### config.mk
export PLATFORM = sky130hd
export DESIGN_NAME = alik_sqrt
export DESIGN_NICKNAME = d
export VERILOG_FILES = /design/src/rtl/alik_sqrt.sv
export SDC_FILE = /design/constraint.sdc
export NUM_CORES = 1
export LEC_CHECK = 0
export BUFFER_PORTS_ARGS = -buffer_cell sky130_fd_sc_hd__buf_2
export CAP_MARGIN = 20
export CORE_UTILIZATION = 35
export DETAILED_ROUTE_END_ITERATION = 16
export GPL_ROUTABILITY_DRIVEN = 0
export GPL_TIMING_DRIVEN = 0
export PLACE_DENSITY = 0.48
export SLEW_MARGIN = 20
export SYNTH_ARGS = -nofsm -noshare
export SYNTH_HDL_FRONTEND = slang
export SYNTH_SLANG_ARGS = --single-unit
### constraint.sdc
create_clock -name clk -period 11.1 [get_ports clk]
set_clock_uncertainty 0.2 [all_clocks]
set_input_delay 1.665 -clock clk [delete_from_list [all_inputs] [get_ports clk]]
set_output_delay 1.665 -clock clk [all_outputs]
set_load 0.01 [all_outputs]
### src/rtl/alik_sqrt.sv
// ----------------------------------------------------------------------------
// alik_sqrt
// Digit-by-digit square root of a 44-bit value, rounded to nearest.
// ----------------------------------------------------------------------------
module alik_sqrt (
  input  logic        clk,
  input  logic        rst_n,
  input  logic        start,
  input  logic [43:0] n_in,
  output logic        done,
  output logic [22:0] root
);

  logic [44:0] n_r, n_nxt, r_r, r_nxt, bitv, trial;
  logic [4:0]  k_r, k_nxt;
  logic        busy_r, busy_nxt, done_r, done_nxt;
  logic [22:0] root_r, root_nxt;

  always_comb begin
    n_nxt    = n_r;
    r_nxt    = r_r;
    k_nxt    = k_r;
    busy_nxt = busy_r;
    done_nxt = 1'b0;
    root_nxt = root_r;
    bitv     = 45'd1 << {k_r, 1'b0};
    trial    = r_r + bitv;
    if (start) begin
      n_nxt    = {1'b0, n_in};
      r_nxt    = '0;
      k_nxt    = 5'd22;
      busy_nxt = 1'b1;
    end else if (busy_r) begin
      if (n_r >= trial) begin
        n_nxt = n_r - trial;
        r_nxt = (r_r >> 1) + bitv;
      end else begin
        r_nxt = r_r >> 1;
      end
      k_nxt = k_r - 5'd1;
      if (k_r == 5'd0) begin
        busy_nxt = 1'b0;
        done_nxt = 1'b1;
        root_nxt = (n_nxt > r_nxt) ? 23'(r_nxt + 45'd1) : 23'(r_nxt);
      end
    end
  end

  always_ff @(posedge clk) begin
    if (!rst_n) begin
      busy_r <= 1'b0;
      done_r <= 1'b0;
    end else begin
      busy_r <= busy_nxt;
      done_r <= done_nxt;
    end
    n_r    <= n_nxt;
    r_r    <= r_nxt;
    k_r    <= k_nxt;
    root_r <= root_nxt;
  end

  assign done = done_r;
  assign root = root_r;

endmodule

==> results.cfg <==
[setup_path]
worst-r2r-cell-count = 37
cp-start-kind = flip-flop
critPathMaxFanout = 10
crit_slowest_cell = nor4b_1
end_kind = flip-flop
slowest_delay_ns = 0.87
crit_path_end = root[19]
arrival_ns = 10.68
cp.required_ns = 11.08
regToRegSetupSlack_ns = 0.39
rr_endpoint = root[19]
cp-startpoint = k_r[1]
path_class = reg2reg
reg2reg_from = k_r[1]

[route]
vias = 13100
dr.pass1.iters = 5
first_iter_violations = 918
avgViaCountPerCell = 5.71
antenna_left = 0
finalWirelength_mm = 50.8
drc = 0
routedWlPerCell_um = 22.2

[floorplanning]
dieArea_um2 = 39000
io_pins = 71
die_w_um = 197
core_area_um2 = 37700
die_h_um = 197
rows = 71
start_util = 0.355

[clock_tree]
root_buffer = clkbuf_16
clkLatencyLatePin_ns = 0.46
cts.sinks = 120
cts_tree = yes
cts.clk_slew.worst_paths_ns = 0.07
cts_max_path_buffers = 2
htree_levels = 4
cts_made_buffers = 17

[yosys]
synth_edf_count = 67
synth_compound_area_frac = 0.234
syn-cell-area_um2 = 13400
synth_commonest_cells = nor2_1 (173), nand2_1 (135), a21oi_1 (134), ha_1 (130), o21ai_0 (93)
synth_fa_ha_area_frac = 0.130
syn-mean-instance-area_um2 = 8.03
synth_top_family_by_area = compound AO/OA/AOI/OAI gates
yosys_warnings = 0
async_reset_ff_frac = 0
ys.flop_type = edfxtp_1
synth.most_common_cell = nor2_1
synth.ff_latch_count = 120
yosys.area_share.simple = 0.212
synth_cells = 1666
synth_mux_area_frac = 0.0457
synth_nets = 1844
synth_cell_types = 86
yosys.area_share.xor_xnor = 0.110
synth_seq_area_share = 0.230
synth_area_leaders = edfxtp_1 (15%), ha_1 (12%), dfxtp_1 (7.9%), xnor2_1 (5.7%), xor2_1 (5.1%)
synth_top_area_share = 0.150
synth_area_leader_cell = edfxtp_1

[finish]
drive_above_1_share = 0.137
final_area_um2 = 15300
syn_to_final_growth_pct = 14.5
n_antenna_cell = 0
finalNetCount = 1942

[global_routing]
grt_pass1_vias = 12400
grt_max_degree = 45
overflow = 0
antenna_found_initial = 0
grt_pass1_wl_mm = 75.5
grt.total_usage = 0.261

[worst_hold_path]
hp-class = reg2reg

[power_and_ir_drop]
pwr-share-clk = 0.150
p_int_w = 0.00189
power.density_nw_per_um2 = 252
swShare = 0.511
power_switching_w = 0.00197
vdd_drop_max_v = 0.000131
leakage_nw = 5.69
comb_power_share = 0.677
p_seq_frac = 0.173

[placement]
portBuffers = 69
dp_hpwl_mm = 39.0
placed_area_um2 = 14400

[timing]
drv_slew = 0
max_freq_mhz = 93.4
tns_ns = 0
setup_violations = 0
post-route-min-period_ns = 10.71
slew_headroom = 0.294
final-hold-violation-count = 0
fin_crit_sh = 0.965
worstMarginPinSlew_ns = 1.04

[outcome]
outcome = completed

[flow_run]
cap_violations = 0
state kept, by name, summed over array words and instances, names as in the netlist:
| register | flops |
|---|---|
| busy_r | 1 |
| done | 1 |
| r_r | 45 |
| n_r | 45 |
| root | 23 |
| k_r | 5 |
logic make-up (layout without fill, tap and decap cells):
group | Yosys count | after routing
DFF | 120 | 120
AOI/OAI and AO/OA | 484 | 484
muxes | 56 | 56
adders and majority gates | 140 | 140
buffers and inverters | 135 | 246
xor gates and xnor gates | 166 | 166
and+or+nand+nor | 565 | 565
metal layers:
| metal | GRT usage | routed length (um) |
|---|---|---|
| met4 | 0.0890 | 1400 |
| met1 | 0.338 | 22900 |
| met2 | 0.443 | 24100 |
| met3 | 0.0369 | 2380 |
| met5 | 0 | 0 |
worst max-delay path, delay by kind of cell, from the launching register on:
kind,cells,cell delay (ns)
simple gates,13,3.90
xor+xnor,2,0.30
fa+ha+maj,4,1.16
flops,1,0.35
compound gates,8,1.81
mux,1,0.30
buf+inv,9,2.35
power by group through the flow:
stage	registers, W	logic, W	clock network (W)
after floorplan	0.000644	0.00165	0
after CTS	0.000665	0.00254	0.000589
after global routing	0.000678	0.00285	0.000606
after detailed placement	0.000673	0.00243	0
final	0.000667	0.00262	0.000579
after global placement	0.000676	0.00241	0
area by class of cell:
cell class              instances  area (um2)
plain buffers                  88         437
clock buffers                  17         425
clock inverters                15         155
fillers                      3963       22300
inverters                      45         169
multi-input cells            1411        9980
flip-flops and latches        120        3070
well taps                     511         639
repair buffers                 81         439
stage by stage:
step                total power [W]  setup WS, ns  instances  hold slack [ns]   util
floorplan                   0.00229          1.88       1666            0.267      -
global placement            0.00308         -3.21       2246            0.307  0.381
detailed placement          0.00310         -3.29       2249            0.315  0.382
CTS                         0.00379       0.00936       2286            0.328  0.404
global route                0.00414       -0.0234       2288            0.356  0.407
finish                      0.00386         0.394       2288            0.333  0.407
layout by cell type (no fill, tap or decap), types with 20 or more instances in the layout:
master and n:
nor2_1 172, nand2_1 135, a21oi_1 131, ha_1 130
o21ai_0 93, xnor2_1 87, xor2_1 78, buf_2 74
edfxtp_1 67, clkbuf_1 58, nand3_1 52, dfxtp_1 52
inv_1 45, a21o_1 45, mux2_2 41, a211oi_1 40
nor3_1 31, a31oi_1 29, nand4_1 27, nand2b_1 22
nor2b_1 20
repair_timing:
action | in CTS | in global routing
hold buffers | 0 | 0
gates resized for setup | 68 | 27
setup buffers | 5 | 4
pin swaps | 3 | 4
endpoints found under the setup margin | 23 | 23
how the worst min path moves through the flow:
stage,startpoint,to,slack (ns),cells after the start
4_1_cts,n_r[44],n_r[44],0.33,2
3_3_place_gp,n_r[44],n_r[44],0.31,2
5_1_grt,n_r[44],n_r[44],0.36,2
6_report,n_r[44],n_r[44],0.33,2
3_5_place_dp,n_r[44],n_r[44],0.31,2
2_1_floorplan,r_r[0],r_r[0],0.27,2
Note: power is estimated with default switching activity, not from simulation.
