`src/rtl/alik_pkg.sv`:
```
// ----------------------------------------------------------------------------
// alik_pkg
// Shared types and constants for the ankle linkage inverse kinematics unit.
// ----------------------------------------------------------------------------
package alik_pkg;

  typedef enum logic [2:0] {
    ST_IDLE,
    ST_TRIG_ROLL,
    ST_TRIG_PITCH,
    ST_MAC,
    ST_TRIG_TH,
    ST_SQRT,
    ST_DIV,
    ST_OUT
  } alik_state_t;

  typedef enum logic [3:0] {
    JOB_Y1,
    JOB_Z1,
    JOB_PX,
    JOB_PZ,
    JOB_TX,
    JOB_TZ,
    JOB_SQ
  } alik_job_t;

  // configuration register indexes
  localparam logic [2:0] REG_CRANK_OFFSET   = 3'd0;
  localparam logic [2:0] REG_PIVOT_HEIGHT_F = 3'd1;
  localparam logic [2:0] REG_PIVOT_HEIGHT_E = 3'd2;
  localparam logic [2:0] REG_ROD_LENGTH_F   = 3'd3;
  localparam logic [2:0] REG_ROD_LENGTH_E   = 3'd4;
  localparam logic [2:0] REG_CRANK_RADIUS_E = 3'd5;
  localparam logic [2:0] REG_CRANK_RADIUS_F = 3'd6;

  // trig in Q30
  localparam logic signed [35:0] PI_Q30      = 36'sd3373259426;
  localparam logic signed [35:0] HALF_PI_Q30 = 36'sd1686629713;
  localparam logic signed [33:0] CORDIC_GAIN = 34'sd652032874;
  localparam int                 CORDIC_STEPS = 30;

  // geometry in Q8 mm
  localparam logic signed [21:0] FOOT_X  = -22'sd17664;
  localparam logic signed [21:0] FOOT_Y  = 22'sd8960;
  localparam logic signed [21:0] FOOT_Z  = -22'sd6415;
  localparam logic signed [21:0] PIVOT_X = -22'sd5632;

  localparam logic signed [31:0] ANG_SAT = 32'sd205887;
  localparam logic signed [19:0] DSTEP   = 20'sd64;

  function automatic logic [35:0] atan_q30(input logic [4:0] i);
    logic [35:0] v;
    case (i)
      5'd0:  v = 36'h03243F6A8;
      5'd1:  v = 36'h01DAC6705;
      5'd2:  v = 36'h00FADBAFC;
      5'd3:  v = 36'h007F56EA6;
      5'd4:  v = 36'h003FEAB76;
      5'd5:  v = 36'h001FFD55B;
      5'd6:  v = 36'h000FFFAAA;
      5'd7:  v = 36'h0007FFF55;
      5'd8:  v = 36'h0003FFFEA;
      5'd9:  v = 36'h0001FFFFD;
      5'd10: v = 36'h0000FFFFF;
      5'd11: v = 36'h00007FFFF;
      5'd12: v = 36'h00003FFFF;
      5'd13: v = 36'h00001FFFF;
      5'd14: v = 36'h00000FFFF;
      5'd15: v = 36'h000007FFF;
      5'd16: v = 36'h000003FFF;
      5'd17: v = 36'h000001FFF;
      5'd18: v = 36'h000000FFF;
      5'd19: v = 36'h0000007FF;
      5'd20: v = 36'h0000003FF;
      5'd21: v = 36'h0000001FF;
      5'd22: v = 36'h0000000FF;
      5'd23: v = 36'h00000007F;
      5'd24: v = 36'h00000003F;
      5'd25: v = 36'h00000001F;
      5'd26: v = 36'h00000000F;
      5'd27: v = 36'h000000007;
      5'd28: v = 36'h000000003;
      5'd29: v = 36'h000000001;
      default: v = 36'h000000000;
    endcase
    return v;
  endfunction

endpackage

```
`src/rtl/alik_cordic.sv`:
```
// ----------------------------------------------------------------------------
// alik_cordic
// Rotation-mode CORDIC, one micro-rotation per cycle, gives cos and sin in Q30.
// ----------------------------------------------------------------------------
module alik_cordic import alik_pkg::*; (
  input  logic               clk,
  input  logic               rst_n,
  input  logic               start,
  input  logic signed [19:0] ang,
  output logic               done,
  output logic signed [31:0] cos_out,
  output logic signed [31:0] sin_out
);

  logic signed [33:0] x_r, x_nxt, y_r, y_nxt;
  logic signed [35:0] z_r, z_nxt, z0;
  logic [4:0]         i_r, i_nxt;
  logic               flip_r, flip_nxt, busy_r, busy_nxt, done_r, done_nxt;
  logic signed [31:0] cos_r, cos_nxt, sin_r, sin_nxt;
  logic signed [33:0] dx, dy;
  logic signed [35:0] at;

  always_comb begin
    x_nxt    = x_r;
    y_nxt    = y_r;
    z_nxt    = z_r;
    i_nxt    = i_r;
    flip_nxt = flip_r;
    busy_nxt = busy_r;
    done_nxt = 1'b0;
    cos_nxt  = cos_r;
    sin_nxt  = sin_r;
    z0       = {{2{ang[19]}}, ang, 14'b0};
    dx       = y_r >>> i_r;
    dy       = x_r >>> i_r;
    at       = signed'(atan_q30(i_r));
    if (start) begin
      x_nxt    = CORDIC_GAIN;
      y_nxt    = '0;
      i_nxt    = '0;
      busy_nxt = 1'b1;
      // fold once into [-pi/2, pi/2]
      if (z0 > HALF_PI_Q30) begin
        z_nxt    = z0 - PI_Q30;
        flip_nxt = 1'b1;
      end else if (z0 < -HALF_PI_Q30) begin
        z_nxt    = z0 + PI_Q30;
        flip_nxt = 1'b1;
      end else begin
        z_nxt    = z0;
        flip_nxt = 1'b0;
      end
    end else if (busy_r) begin
      if (!z_r[35]) begin
        x_nxt = x_r - dx;
        y_nxt = y_r + dy;
        z_nxt = z_r - at;
      end else begin
        x_nxt = x_r + dx;
        y_nxt = y_r - dy;
        z_nxt = z_r + at;
      end
      i_nxt = i_r + 5'd1;
      if (i_r == 5'(CORDIC_STEPS - 1)) begin
        busy_nxt = 1'b0;
        done_nxt = 1'b1;
        cos_nxt  = flip_r ? 32'(-x_nxt) : 32'(x_nxt);
        sin_nxt  = flip_r ? 32'(-y_nxt) : 32'(y_nxt);
      end
    end
  end

  always_ff @(posedge clk) begin
    if (!rst_n) begin
      busy_r <= 1'b0;
      done_r <= 1'b0;
    end else begin
      busy_r <= busy_nxt;
      done_r <= done_nxt;
    end
    x_r    <= x_nxt;
    y_r    <= y_nxt;
    z_r    <= z_nxt;
    i_r    <= i_nxt;
    flip_r <= flip_nxt;
    cos_r  <= cos_nxt;
    sin_r  <= sin_nxt;
  end

  assign done    = done_r;
  assign cos_out = cos_r;
  assign sin_out = sin_r;

endmodule

```
`config.mk`:
```
export PLATFORM = sky130hd
export DESIGN_NAME = alik_cordic
export DESIGN_NICKNAME = d
export VERILOG_FILES = /design/src/rtl/alik_pkg.sv /design/src/rtl/alik_cordic.sv
export SDC_FILE = /design/constraint.sdc
export NUM_CORES = 1
export LEC_CHECK = 0
export BUFFER_PORTS_ARGS = -buffer_cell sky130_fd_sc_hd__buf_4
export CAP_MARGIN = 30
export CORE_UTILIZATION = 45
export CTS_BUF_LIST = sky130_fd_sc_hd__clkbuf_8
export CTS_CLUSTER_SIZE = 20
export DETAILED_ROUTE_END_ITERATION = 16
export PLACE_DENSITY_LB_ADDON = 0.08
export SLEW_MARGIN = 10
export SYNTH_ARGS = -nofsm -noshare
export SYNTH_HDL_FRONTEND = slang
export SYNTH_SLANG_ARGS = --single-unit
```
`constraint.sdc`:
```
create_clock -name clk -period 9.4 [get_ports clk]
set_input_delay 1.41 -clock clk [delete_from_list [all_inputs] [get_ports clk]]
set_output_delay 1.41 -clock clk [all_outputs]
set_load 0.01 [all_outputs]
```
==> metrics.md <==
| Metric | Value |
|---|---|
| Clock Path Buffers | `3` |
| Setup TNS | `0 ns` |
| Initial antenna violation count | `0` |
| Post-Synthesis Mean Instance Area | `8.52 um2` |
| Antenna diode count | `0` |
| Post-synthesis simple-gate area fraction | `0.176` |
| Syn Nets | `about 2800` |
| Cts bufs inserted | `41` |
| Clock slew seen by the registers of the worst setup and hold paths | `0.06 ns` |
| Die Y | `roughly 220 um` |
| Multiplexer area fraction after synthesis | `0.140` |
| Die Wd | `between 200 and 250 um` |
| Via density | `approximately 6.3` |
| Compound-gate portion of the synthesized area | `0.240` |
| Clock Latency Late Sink | `just over 0.6 ns` |
| Pin count of the biggest net entering global routing | `70` |
| First-pass GRT wire length | `118 mm` |
| Crit start category | `register` |
| Fin crit period | `a little over 8 ns` |
| Starting density of the core | `0.457` |
| LEAKAGE | `around 0.0096 uW` |
| H-tree depth reported by CTS | `2` |
| Number of global-route vias before repair | `approximately 20000` |
| WP data required | `around 9.7 ns` |
| Synth-to-Final Area Change | `8.62%` |
| IO Count | `a little under 90` |
| Worst slew pin tran | `slightly above 1 ns` |
| Largest family of logic cells by synthesized area | `compound AO/OA/AOI/OAI gates` |
| Post-Place Cells | `around 3300` |
| CTS tree | `done` |
| Overall routed net length | `between 70 and 80 mm` |
| Fmax | `about 120 MHz` |
| GRT Residual Overflow | `0` |
| Worst Path Class, Setup | `register to register` |
| Root Driver | `clkbuf_8` |
| Synth Area in XOR/XNOR | `0.0931` |
| Async SR Flop Fraction | `0` |
| Post-synthesis sequential area ratio | `0.230` |
| Core area | `between 40000 and 50000 um2` |
| Final Slew Violations | `0` |
| Post-Syn Area | `roughly 22000 um2` |
| Setup Viol. Count Final | `0` |
| Netlist cell types | `around 110` |
| HP Class | `register to register` |
| Worst-path fanout max | `55` |
| Peak supply drop | `approximately 0.15 mV` |
| Fraction of layout cells with a size suffix above 1 | `0.138` |
| Hold slack | `0.522 ns` |
| Total power | `just under 10000 uW` |
| P per Cell Area | `406 nW/um2` |
| Commonest non-fill, non-tap cell in the layout | `nor2_1` |
| Hold path start | `y_r[0]` |
| Final GP Congestion | `around 1.1` |
| DP HPWL | `roughly 57 mm` |
| Critical R2R Launch | `i_r[0]` |
| Hold Path Cell Cnt | `2` |
| CTS resizes | `0` |
| DIE AREA | `between 50000 and 60000 um2` |
| Final ANT Viol Nets | `0` |
| Relative slew slack | `0.315` |
| R2R Path End | `cos_out[31]` |
| Clk_skew | `0.0247 ns` |
| Via count | `roughly 21000` |
| Part of the cycle the worst path needs | `0.861` |
| Status | `finished clean` |
| Fin nets | `between 2000 and 3000` |
| Initial DRT Pass Iterations | `6` |
| RSZ-0062 raised after global routing | `false` |
| Total GRT Usage | `0.300` |
| Layout Cells excl Fill | `3328` |
| R2R setup slack | `around 1.3 ns` |
| Adder-cell share of the synthesized area | `0.0737` |
| Worst Path Arrival | `roughly 8.4 ns` |
| Layout Utilization | `0.496` |
| Final hold violation count | `0` |
| Mapped Cells | `between 2000 and 3000` |
| Ys flop type | `dfxtp_1` |
| Most frequent cells in the layout | `269 x nor2_1, 200 x nand2_1, 198 x a21oi_1, 147 x xnor2_1, 145 x o21ai_0` |
| FP Rows | `81` |
| R2R depth | `21` |
| Post-CTS setup buffers | `0` |
| EDFF count, synth | `between 100 and 150` |
| Number of synthesis warnings | `0` |
| DRC violations left | `0` |
| Hold path endpoint | `y_r[0]` |
| # hold bufs at CTS | `0` |
| CP Capture Type | `register` |
| Clk sinks | `roughly 210` |
| Port buffer count | `87` |
| Routed len/inst | `23.1 um` |
| Iteration-0 DRC Markers | `between 2000 and 2500` |
| Yosys reg bits | `206` |
| Max cap viols | `0` |
flip-flops by register name, summed over array words and instances (netlist names), 5 cells and up:
signal and cells:
z_r 36, y_r 34, i_r 5, cos_out 32, sin_out 32, x_r 34
at 30
worst max path at each step:
stage,start,end,cells past startpoint
after floorplan,start,cos_out[0],3
after global placement,i_r[0],cos_out[31],24
after detailed placement,i_r[0],cos_out[31],21
after CTS,i_r[0],cos_out[31],21
after global routing,i_r[0],cos_out[31],24
final,i_r[0],cos_out[31],21
logic make-up (layout without fill, tap and decap cells):
family	after synthesis	after routing
adders and majority gates	130	130
DFF	206	206
AOI/OAI and AO/OA	798	798
muxes	209	209
and+or+nand+nor	804	804
xor gates and xnor gates	236	236
buffers and inverters	242	281
per-layer routing:
metal / vias up / wire length (um) / part of all wire / global-route usage
met1: 10300 / 33300 / 0.43 / 0.398
met4: 0 / 2890 / 0.038 / 0.117
met3: 157 / 4890 / 0.064 / 0.0467
met5: - / 0 / 0 / 0
met2: 775 / 35800 / 0.47 / 0.487
li1: 9930 / - / - / -
cell type report:
class / instances / area, um2
Tap cell: 664 / 831
Sequential cell: 206 / 5150
Inverter: 80 / 300
Fill cell: 4859 / 24700
Clock inverter: 27 / 194
Clock buffer: 48 / 661
Multi-Input combinational cell: 2177 / 16200
Timing Repair Buffer: 126 / 973
through the flow:
step / setup WS (ns) / instance area [um2]
after floorplan: 2.60 / 22400
after global placement: 1.57 / 23400
after detailed placement: 1.42 / 23400
after CTS: 1.40 / 24300
after global routing: 0.690 / 24300
final: 1.31 / 24300
Yosys cell counts (27+ instances only):
cell type	n	share of area
xor2_1	88	0.034
and3_1	27	0.0076
mux4_2	77	0.078
mux2_2	33	0.017
o31ai_1	35	0.012
a31oi_1	46	0.013
nand2b_1	31	0.0087
inv_1	72	0.012
a21oi_1	198	0.044
o21ai_0	145	0.032
dfxtp_1	105	0.094
a21o_1	49	0.016
mux2i_1	95	0.043
ha_1	127	0.071
a22oi_1	27	0.0091
edfxtp_1	101	0.14
nor2_1	269	0.045
clkbuf_1	99	0.017
nor3_1	49	0.011
a211oi_1	30	0.010
xnor2_1	147	0.058
nand3_1	46	0.010
nand2_1	200	0.034
critical path, stage by stage (launching register included):
cell and delay [ns]:
dfxtp_4 0.86, buf_4 0.55, mux4_2 0.60, mux2_2 0.29, o22ai_1 0.19, or4b_4 0.50, a2111oi_4 0.48, nor2b_1 0.40
nor2b_1 0.22, a21oi_1 0.10, xor2_1 0.17, ha_1 0.45, nand2_1 0.10, o21ai_0 0.41, a21oi_1 0.06, o21ai_0 0.20
xnor2_1 0.30, o211ai_1 0.23, nor4b_1 0.81, a21oi_1 0.30, o41ai_1 0.47, xnor2_1 0.10
where the power goes:
part,total [uW],internal (uW),switching [uW],leakage [uW]
Combinational,7130,2920,4210,0.00724
Sequential,1750,1370,382,0.00182
Clock,973,546,426,0.000498
Note: power is estimated with default switching activity, not from simulation.
