==> src/rtl/alik_div.sv <==
// ----------------------------------------------------------------------------
// alik_div
// Restoring unsigned divider, one quotient bit per cycle.
// ----------------------------------------------------------------------------
module alik_div (
  input  logic        clk,
  input  logic        rst_n,
  input  logic        start,
  input  logic [29:0] num,
  input  logic [24:0] den,
  output logic        done,
  output logic [29:0] quo
);

  logic [25:0] rem_r, rem_nxt, trial;
  logic [29:0] quo_r, quo_nxt, nsh_r, nsh_nxt;
  logic [24:0] den_r, den_nxt;
  logic [4:0]  cnt_r, cnt_nxt;
  logic        busy_r, busy_nxt, done_r, done_nxt;

  always_comb begin
    rem_nxt  = rem_r;
    quo_nxt  = quo_r;
    nsh_nxt  = nsh_r;
    den_nxt  = den_r;
    cnt_nxt  = cnt_r;
    busy_nxt = busy_r;
    done_nxt = 1'b0;
    trial    = {rem_r[24:0], nsh_r[29]};
    if (start) begin
      rem_nxt  = '0;
      quo_nxt  = '0;
      nsh_nxt  = num;
      den_nxt  = den;
      cnt_nxt  = 5'd29;
      busy_nxt = 1'b1;
    end else if (busy_r) begin
      if (trial >= {1'b0, den_r}) begin
        rem_nxt = trial - {1'b0, den_r};
        quo_nxt = {quo_r[28:0], 1'b1};
      end else begin
        rem_nxt = trial;
        quo_nxt = {quo_r[28:0], 1'b0};
      end
      nsh_nxt = {nsh_r[28:0], 1'b0};
      cnt_nxt = cnt_r - 5'd1;
      if (cnt_r == 5'd0) begin
        busy_nxt = 1'b0;
        done_nxt = 1'b1;
      end
    end
  end

  always_ff @(posedge clk) begin
    if (!rst_n) begin
      busy_r <= 1'b0;
      done_r <= 1'b0;
    end else begin
      busy_r <= busy_nxt;
      done_r <= done_nxt;
    end
    rem_r <= rem_nxt;
    quo_r <= quo_nxt;
    nsh_r <= nsh_nxt;
    den_r <= den_nxt;
    cnt_r <= cnt_nxt;
  end

  assign done = done_r;
  assign quo  = quo_r;

endmodule

==> config.mk <==
export PLATFORM = sky130hd
export DESIGN_NAME = alik_div
export DESIGN_NICKNAME = d
export VERILOG_FILES = /design/src/rtl/alik_div.sv
export SDC_FILE = /design/constraint.sdc
export NUM_CORES = 1
export LEC_CHECK = 0
export ABC_AREA = 1
export BUFFER_PORTS_ARGS = -buffer_cell sky130_fd_sc_hd__buf_2
export CORE_UTILIZATION = 60
export DETAILED_ROUTE_END_ITERATION = 16
export PLACE_DENSITY = 0.87
export SLEW_MARGIN = 20
export SYNTH_ARGS = -nofsm -noshare
export SYNTH_HDL_FRONTEND = slang
export SYNTH_SLANG_ARGS = --single-unit
==> constraint.sdc <==
create_clock -name clk -period 4.57 [get_ports clk]
set_input_delay 0.2285 -clock clk [delete_from_list [all_inputs] [get_ports clk]]
set_output_delay 0.2285 -clock clk [all_outputs]
set_load 0.1 [all_outputs]
==> impl_metrics.csv, run 1 <==
group,metric,value,unit
status,status,"finished, final reports clean",
sta,fin_crit_sh,64.1,%
pwr,leakagePower,4.16,nW
global_routing,first_global_vias,6408,
yosys,ys_seq_elements,117,
critical_path,crit_arrival,3360,ps
final_layout,final_area,8080,sq um
critical_path,crit_fanout,26,
detailed_routing,ant_nets,0,
yosys,yosysSeqAreaShare,44.9,%
global_routing,gr-total-overflow,0,
yosys,synth.avg_cell_area,7.27,sq um
critical_path,critPathCaptureType,"flip-flop",
final_layout,drive_above_1_share,13.6,%
hold_path,hold_path_end,"nsh_r[28]",
critical_path,reg2reg_to,"rem_r[21]",
yosys,synthSimpleGateAreaFrac,31.2,%
hold_path,holdPathStages,3,
sta,finalHoldViolations,0,
yosys,synth_xor_area_share,1.36,%
floorplan,start_util,62.1,%
detailed_routing,routed_wl,18.8,mm
hold_path,hold_path.class,"input port to flip-flop",
critical_path,critPathRequiredTime,4990,ps
hold_path,worstHoldStart,"num[28]",
sta,worstMarginPinSlew,955,ps
yosys,yosys_most_used_dff,"dfxtp_1",
place,post-place-cells,1088,
yosys,synth_edf_count,55,
global_routing,grt_util_all_layers,35.3,%
final_layout,nets,1110,
pwr,p_per_area,345,nW/um^2
global_routing,antenna_found_initial,0,
detailed_routing,vias,6354,
yosys,synthAdderAreaFrac,5.36,%
clocking,cts_resized,0,
clocking,cts_buffers,17,
critical_path,startpoint,"nsh_r[29]",
global_routing,grt_pass1_wl,30.5,mm
clocking,cts_tree,"built",
floorplan,ioPinCount,89,
floorplan,num_rows,37,
clocking,root_buffer,"clkbuf_8",
floorplan,design.die.area,11200,sq um
yosys,syn-instance-count,886,
floorplan,core_area,10400,sq um
critical_path,r2r_setup_slack,1640,ps
yosys,syn_nets,971,
final_layout,final_common_cell,"nand2_1",
yosys,synth_top_family_by_area,"simple AND/OR/NAND/NOR gates",
critical_path,slowest_stage,"nand2_2",
critical_path,path_cells,"inv_1, ha_1, inv_1, fa_1, nand3_1, nand3_1, nand2_2, nand3_4, nand2_1, nand2_1, nand2_1, nand2_1",
sta,post-route-min-period,2930,ps
final_layout,area_delta_synth_final,25.4,%
clocking,cts.clk_slew.worst_paths,70,ps
place,place_congestion,0.955,
final_layout,diodes,0,
detailed_routing,routedWlPerCell,16.0,um
floorplan,die_y,106,um
yosys,yosysWarnings,0,
yosys,yosys-mux-area-fraction,0,%
yosys,netlist_area,6440,sq um
critical_path,crit_top_cell,"nand2_1",
final_layout,layout_common_cells,"nand2_1, inv_1, buf_2, dfxtp_1, edfxtp_1",
sta,finalSetupViolCount,0,
clocking,clk_latency,550,ps
critical_path,start_kind,"flip-flop",
sta,rsz0062_at_grt,"no",
sta,fin_skew,21.6,ps
sta,setup_tns,0,ps
detailed_routing,drt_iter0_markers,589,
yosys,async_flop_share,0,%
global_routing,grt_max_degree,65,
final_layout,stdcell_count,1174,
critical_path,slowest_delay,470,ps
sta,fin_hold_ws,17.1,ps
clocking,htree_num_levels,4,
final_layout,fin_util,77.9,%
critical_path,crit_type,"flip-flop to flip-flop",
flow_run,cap_violations,0,
floorplan,die_w,106,um
sta,slew_viol_final,0,
place,postPlaceCellArea,6960,sq um
clocking,numClockSinks,117,
critical_path,rr_worst_depth,12,
sta,slew_headroom,36.3,%
detailed_routing,via_per_inst,5.41,
sta,max_clock_freq,0.341,GHz
place,place.port_buffers,88,
place,dp_hpwl,10.1,mm
detailed_routing,drc,0,
clocking,clockBufferDepth,2,
pwr,ir_drop,488,uV
detailed_routing,drt_first_pass_iters,6,
critical_path,regToRegStartpoint,"nsh_r[29]",
yosys,synth_compound_area_share,5.38,%
yosys,ys_types,35,
-- flip-flops by register name, indices dropped and copies added (netlist names) --
name / cells
quo: 30
cnt_r: 5
done: 1
rem_r: 25
nsh_r: 30
den_r: 25
busy_r: 1
-- how the worst max path moves through the flow --
stage / end / slack, ps / depth (start not counted)
3_3_place_gp: rem_r[17] / 1930 / 14
5_1_grt: rem_r[17] / 1470 / 14
3_5_place_dp: quo[0] / 1780 / 10
6_report: rem_r[21] / 1640 / 12
4_1_cts: rem_r[21] / 1760 / 12
2_1_floorplan: nsh_r[0] / 2590 / 3
-- synth_stat cells, types with 8 or more instances --
master	instances	share of area, %
a21oi_1	12	0.93
clkbuf_1	15	0.87
o22ai_1	29	2.8
ha_1	26	5.0
dfxtp_1	62	19
nand3_1	45	3.5
edfxtp_1	55	26
nor2_1	36	2.1
inv_1	169	9.8
o21ai_0	8	0.62
nand4_1	29	2.8
nand2_1	346	20
-- routing by layer --
layer	wire (um)	vias to the layer above	share of wire, %	GRT usage (%)
met1	7180	2865	38	39.0
li1	-	3058	-	-
met2	9300	348	49	62.5
met5	0	-	0	0
met3	1490	83	7.9	7.79
met4	854	0	4.5	20.2
-- through the flow --
stage	worst slack, ps	power [W]
after detailed placement	1780	0.00140
final	1640	0.00279
after CTS	1760	0.00275
after floorplan	2590	0.00133
after global placement	1930	0.00140
after global routing	1470	0.00286
-- timing repair --
action                    4_1_cts  5_1_grt
hold buffers                   54        0
buffers inserted                0        0
hold endpoints to repair       55        0
-- cells by family (layout without fill, tap and decap cells) --
kind of cell / count (synthesis) / in the layout
xor+xnor: 10 / 10
fa+ha+maj: 27 / 27
buf+inv: 196 / 348
simple gates: 478 / 478
compound gates: 58 / 58
flops: 117 / 117
-- worst max-delay path, delay by kind of cell (launching register included) --
kind,cells,cell delay (ps)
DFF,1,400
adders and majority gates,2,630
buffers and inverters,2,170
and+or+nand+nor,8,1640
-- layout make-up --
| class | count | area (sq um) |
|---|---|---|
| Clock buffer | 17 | 414 |
| Sequential cell | 117 | 2890 |
| Clock inverter | 15 | 166 |
| Fill cell | 722 | 2290 |
| Multi-Input combinational cell | 573 | 2790 |
| Inverter | 171 | 643 |
| Tap cell | 136 | 170 |
| Timing Repair Buffer | 145 | 1000 |
-- report_power, final --
part	internal, W	switching [W]
logic	0.000105	0.000163
clock network	0.000788	0.000558
registers	0.00116	0.0000189
Power figures use the tool's default switching activity.
==> run 2: changes to the inputs <==
- ABC_AREA: 1 -> 0
- CORE_UTILIZATION: 60 -> 57
- PLACE_DENSITY: 0.87 -> 0.84
- clock period: 4.57 -> 2.9 ns (I/O delays scaled with it)
==> impl_metrics.csv, run 2 <==
group,metric,value,unit
sta,slew_viol_final,0,
critical_path,crit_arrival,3270,ps
final_layout,nets,815,
pwr,ir_drop,604,uV
flow_run,cap_violations,0,
final_layout,area_delta_synth_final,34.2,%
floorplan,design.die.area,10800,sq um
detailed_routing,drt_iter0_markers,479,
clocking,cts_buffers,17,
yosys,syn_nets,646,
final_layout,final_area,7970,sq um
place,dp_slack,-231,ps
final_layout,drive_above_1_share,27.7,%
critical_path,slowest_stage,"or3_1",
sta,slew_headroom,43.9,%
sta,fin_skew,10.3,ps
place,place_congestion,0.848,
yosys,async_flop_share,0,%
global_routing,gr-total-overflow,0,
place,postPlaceCellArea,6610,sq um
yosys,yosysSeqAreaShare,48.7,%
critical_path,slowest_delay,360,ps
pwr,leakagePower,3.43,nW
sta,finalSetupViolCount,0,
place,dp_hpwl,8.81,mm
clocking,htree_num_levels,4,
floorplan,core_area,9950,sq um
clocking,cts.clk_slew.worst_paths,60,ps
yosys,synth.area.top_cells,"edfxtp_1, dfxtp_1, mux2i_1",
yosys,yosys.area.top_type,"edfxtp_1",
global_routing,first_global_vias,5280,
sta,finalHoldViolations,0,
clocking,cts_tree,"built",
floorplan,die_w,104,um
clocking,numClockSinks,117,
final_layout,layout_common_cells,"buf_2, nor2_1, dfxtp_1, dlygate4sd3_1, edfxtp_1",
floorplan,num_rows,36,
yosys,syn-instance-count,561,
critical_path,critPathCaptureType,"flip-flop",
status,status,"finished, final reports clean",
critical_path,crit_fanout,9,
floorplan,ioPinCount,89,
detailed_routing,routedWlPerCell,19.4,um
yosys,synth.avg_cell_area,10.6,sq um
critical_path,critPathRequiredTime,3330,ps
critical_path,crit_type,"flip-flop to flip-flop",
sta,post-route-min-period,2840,ps
pwr,p_per_area,628,nW/um^2
pwr,power,0.00500,W
yosys,synth_edf_count,55,
critical_path,path_cells,"inv_1, ha_2, inv_2, fa_2, a211oi_4, o21ai_4, a221oi_4, o311a_4, o21a_4, buf_4, or3_1, a311oi_1",
yosys,yosysWarnings,0,
sta,rsz0062_at_grt,"yes",
global_routing,grt_max_degree,108,
sta,max_clock_freq,0.352,GHz
yosys,yosys_most_used_dff,"dfxtp_1",
critical_path,start_kind,"flip-flop",
yosys,synth_common_cells,"dfxtp_1, nor2_1, edfxtp_1",
place,place.port_buffers,88,
detailed_routing,met2_wirelength,8.62,mm
detailed_routing,routed_wl,17.1,mm
sta,fin_ws,59.9,ps
detailed_routing,wl_met3,1.27,mm
detailed_routing,via_per_inst,5.90,
clocking,clockBufferDepth,2,
floorplan,start_util,59.6,%
clocking,clk_latency,540,ps
yosys,ys_types,60,
final_layout,final_common_cell,"buf_2",
sta,fin_hold_ws,83.9,ps
detailed_routing,vias,5181,
detailed_routing,drt_first_pass_iters,5,
yosys,ys_seq_elements,117,
floorplan,die_y,104,um
yosys,netlist_area,5940,sq um
detailed_routing,drc,0,
clocking,root_buffer,"clkbuf_8",
global_routing,grt_pass1_wl,27.1,mm
detailed_routing,ant_nets,0,
detailed_routing,top_layer_used,"met4",
sta,worstMarginPinSlew,841,ps
detailed_routing,wl_met1,6.60,mm
sta,fin_crit_sh,97.9,%
yosys,synth_top_area_share,27.8,%
global_routing,antenna_found_initial,1,
global_routing,grt_util_all_layers,32.5,%
hold_path,hold_path.class,"input port to flip-flop",
-- run 2: cell types whose count changed after synthesis, moves of 11 or more --
| cell | previous run | this run |
|---|---|---|
| nand4_1 | 29 | 1 |
| a21o_1 | 0 | 11 |
| o22ai_1 | 29 | 1 |
| mux2_2 | 0 | 30 |
| nand2_1 | 346 | 42 |
| nand3_1 | 45 | 9 |
| nor2_1 | 36 | 62 |
| mux2i_1 | 0 | 39 |
| o21ai_0 | 8 | 23 |
| inv_1 | 169 | 34 |
-- run 2: where the power goes --
group          switching, W  internal [W]  total (W)
clock              0.000825       0.00142    0.00225
sequential        0.0000599       0.00185    0.00191
combinational      0.000452      0.000394   0.000846
-- run 2: layout make-up --
cell class,count,area [sq um]
antenna,2,5.00
clock buffer,20,435
clock inverter,12,176
fill,544,1990
inverter,34,128
multi-input combinational,386,2920
sequential,117,2890
tap,133,166
timing repair buffer,174,1240
-- run 2: metrics by stage --
stage	setup TNS, ps	cells	util [%]
after floorplan	0	561	-
after global placement	-473	780	66.4
after detailed placement	-1490	780	66.4
after CTS	0	868	78.5
after global routing	-196	877	80.0
final	0	878	80.0
-- run 2: repair_timing --
item / CTS / global route
setup endpoints to repair: 18 / 22
pin swaps: 2 / 7
gates resized for setup: 6 / 16
endpoints found under the hold margin: 57 / 0
buffers inserted: 0 / 8
hold buffers: 56 / 0
-- run 2: cells by family (layout without fill, tap and decap cells) --
| family | count (synthesis) | count (layout) | share of synthesized area [%] |
|---|---|---|---|
| flip-flops | 117 | 117 | 48.7 |
| adder cells (fa/ha/maj) | 27 | 27 | 5.82 |
| buffers and inverters | 58 | 240 | 4.07 |
| AND/OR/NAND/NOR | 158 | 158 | 12.5 |
| AO/OA/AOI/OAI | 110 | 110 | 13.2 |
| multiplexers | 70 | 70 | 12.5 |
| XOR/XNOR | 21 | 21 | 3.10 |
| other | 0 | 2 | 0 |
-- run 2: final timing paths --
check / from / end / slack [ps] / cells past startpoint
worst max-delay path: nsh_r[29] / rem_r[6] / 60 / 12
worst min-delay path: start / rem_r[23] / 80 / 4
worst max register to register: nsh_r[29] / rem_r[6] / 60 / 12
worst min register to register: rem_r[23] / rem_r[23] / 500 / 2
-- run 2: worst max-delay path, delay by kind of cell (launching register included) --
kind / cells / cell delay, ps
flip-flops: 1 / 330
buffers and inverters: 3 / 290
AND/OR/NAND/NOR: 1 / 360
adder cells (fa/ha/maj): 2 / 430
AO/OA/AOI/OAI: 6 / 1320
-- run 2: metal layers --
metal | track usage, % | vias to the layer above
li1 | - | 2381
met1 | 37.8 | 2480
met2 | 56.4 | 271
met3 | 7.89 | 49
met4 | 14.9 | 0
met5 | 0 | -
==> run 3: changes to the inputs <==
- BUFFER_PORTS_ARGS: -buffer_cell sky130_fd_sc_hd__buf_2 -> -buffer_cell sky130_fd_sc_hd__buf_4
- GPL_TIMING_DRIVEN: unset -> 1
- SLEW_MARGIN: 20 -> 5
==> impl_metrics.csv, run 3 (synthesis results as in run 2) <==
group,metric,value,unit
sta,slew_viol_final,0,
detailed_routing,drt_first_pass_iters,5,
status,status,"complete, but fails checks",
detailed_routing,vias,5305,
floorplan,die_w,104,um
hold_path,hold_path_end,"quo[5]",
floorplan,start_util,59.6,%
clocking,root_buffer,"clkbuf_8",
critical_path,r2r_setup_slack,-60,ps
clocking,cts.clk_slew.worst_paths,60,ps
final_layout,drive_above_1_share,27.2,%
critical_path,reg2reg_to,"rem_r[6]",
critical_path,critPathRequiredTime,3310,ps
critical_path,start_kind,"flip-flop",
critical_path,regToRegStartpoint,"den_r[0]",
detailed_routing,via_per_inst,6.04,
status,violations,"negative setup slack",
final_layout,diodes,0,
sta,finalSetupViolCount,1,
floorplan,ioPinCount,89,
place,post-place-cells,781,
sta,max_clock_freq,0.338,GHz
clocking,clk_latency,520,ps
final_layout,multi_input_area,2880,sq um
sta,fin_crit_sh,102,%
final_layout,nets,818,
detailed_routing,ant_nets,0,
hold_path,hold_path.class,"input port to flip-flop",
sta,worstMarginPinSlew,1300,ps
final_layout,final_common_cell,"buf_4",
clocking,numClockSinks,117,
final_layout,fill_cells,472,
detailed_routing,drc,0,
floorplan,die_y,104,um
final_layout,regArea,2890,sq um
sta,fin_skew,14.8,ps
hold_path,holdPathStages,2,
global_routing,gr-total-overflow,0,
final_layout,area_delta_synth_final,37.6,%
critical_path,critPathCaptureType,"flip-flop",
final_layout,stdcell_count,879,
global_routing,grt_util_all_layers,33.1,%
place,dp_slack,-208,ps
flow_run,cap_violations,0,
floorplan,core_area,9950,sq um
floorplan,num_rows,36,
global_routing,grt_pass1_wl,27.7,mm
sta,slew_headroom,13.1,%
clocking,cts_tree,"built",
sta,post-route-min-period,2960,ps
floorplan,design.die.area,10800,sq um
detailed_routing,drt_iter0_markers,433,
critical_path,crit_type,"flip-flop to flip-flop",
clocking,cts_buffers,17,
sta,fin_ws,-55.6,ps
place,place.port_buffers,88,
hold_path,worstHoldStart,"start",
clocking,htree_num_levels,4,
final_layout,layout_common_cells,"buf_4, nor2_1, dfxtp_1, dlygate4sd3_1, edfxtp_1",
global_routing,first_global_vias,5306,
critical_path,rr_worst_depth,11,
global_routing,antenna_found_initial,0,
place,dp_hpwl,9.29,mm
detailed_routing,routedWlPerCell,21.0,um
pwr,ir_drop,559,uV
pwr,leakagePower,3.49,nW
global_routing,grt_max_degree,64,
detailed_routing,routed_wl,18.5,mm
critical_path,crit_arrival,3370,ps
critical_path,crit_fanout,8,
place,place_congestion,0.831,
clocking,clockBufferDepth,2,
sta,finalHoldViolations,0,
pwr,p_per_area,613,nW/um^2
==> run 3: cell types whose count changed in the layout (fill, tap and decap cells not counted), moves of 2 or more <==
cell,before,now
buf_4,30,118
buf_2,87,0
clkinv_1,0,3
clkinv_2,3,1
diode_2,2,0
==> run 3: area by class of cell <==
type | instances | area share, %
sequential | 117 | 35.4
multi-input combinational | 386 | 35.2
timing repair buffer | 177 | 18.4
clock buffer | 19 | 5.16
clock inverter | 13 | 2.19
tap | 133 | 2.04
inverter | 34 | 1.56
==> run 3: power by group <==
group          switching, W  internal [W]
Combinational      0.000477      0.000429
Clock              0.000800       0.00139
Sequential        0.0000623       0.00185
Total               0.00134       0.00367
==> run 3: per-layer routing <==
layer,routed length [um],vias to the layer above,part of all wire (%),global-route usage (%)
li1,-,2389,-,-
met1,7160,2503,39,39.2
met2,9200,331,50,57.1
met3,1380,82,7.5,7.58
met4,735,0,4.0,14.6
met5,0,-,0,0
==> run 3: critical path: stages, from the launching register on <==
cell      delay (ps)
edfxtp_1         430
ha_4             190
inv_2             60
fa_2             220
a211oi_2          80
o21ai_2          310
a221oi_2         120
o311a_4          410
o21a_4           250
buf_8            140
or3_1            340
a311oi_1         290
==> run 3: what timing repair did <==
item / CTS / global route
pin swaps: 1 / 13
hold buffers: 56 / 0
setup buffers: 1 / 9
endpoints found under the setup margin: 17 / 25
endpoints found under the hold margin: 57 / 0
resized for setup: 6 / 14
==> run 3: how the worst max path moves through the flow <==
stage,start,to,slack (ps),cells past startpoint
after floorplan,nsh_r[29],rem_r[0],50,12
after global placement,nsh_r[29],rem_r[18],-160,12
after detailed placement,nsh_r[29],rem_r[18],-210,12
after CTS,nsh_r[29],rem_r[9],20,12
after global routing,den_r[0],rem_r[6],-120,11
final,den_r[0],rem_r[6],-60,11
==> run 3: per-stage QoR <==
step	utilization (%)	hold WS (ps)	setup TNS, ps	instance area [sq um]	total power [W]
after floorplan	-	244	0	5940	0.00241
after global placement	68.5	323	-422	6820	0.00261
after detailed placement	68.5	324	-1870	6820	0.00264
after CTS	80.5	6.14	0	8010	0.00485
after global routing	82.1	60.4	-471	8170	0.00514
final	82.1	56.6	-55.6	8170	0.00501
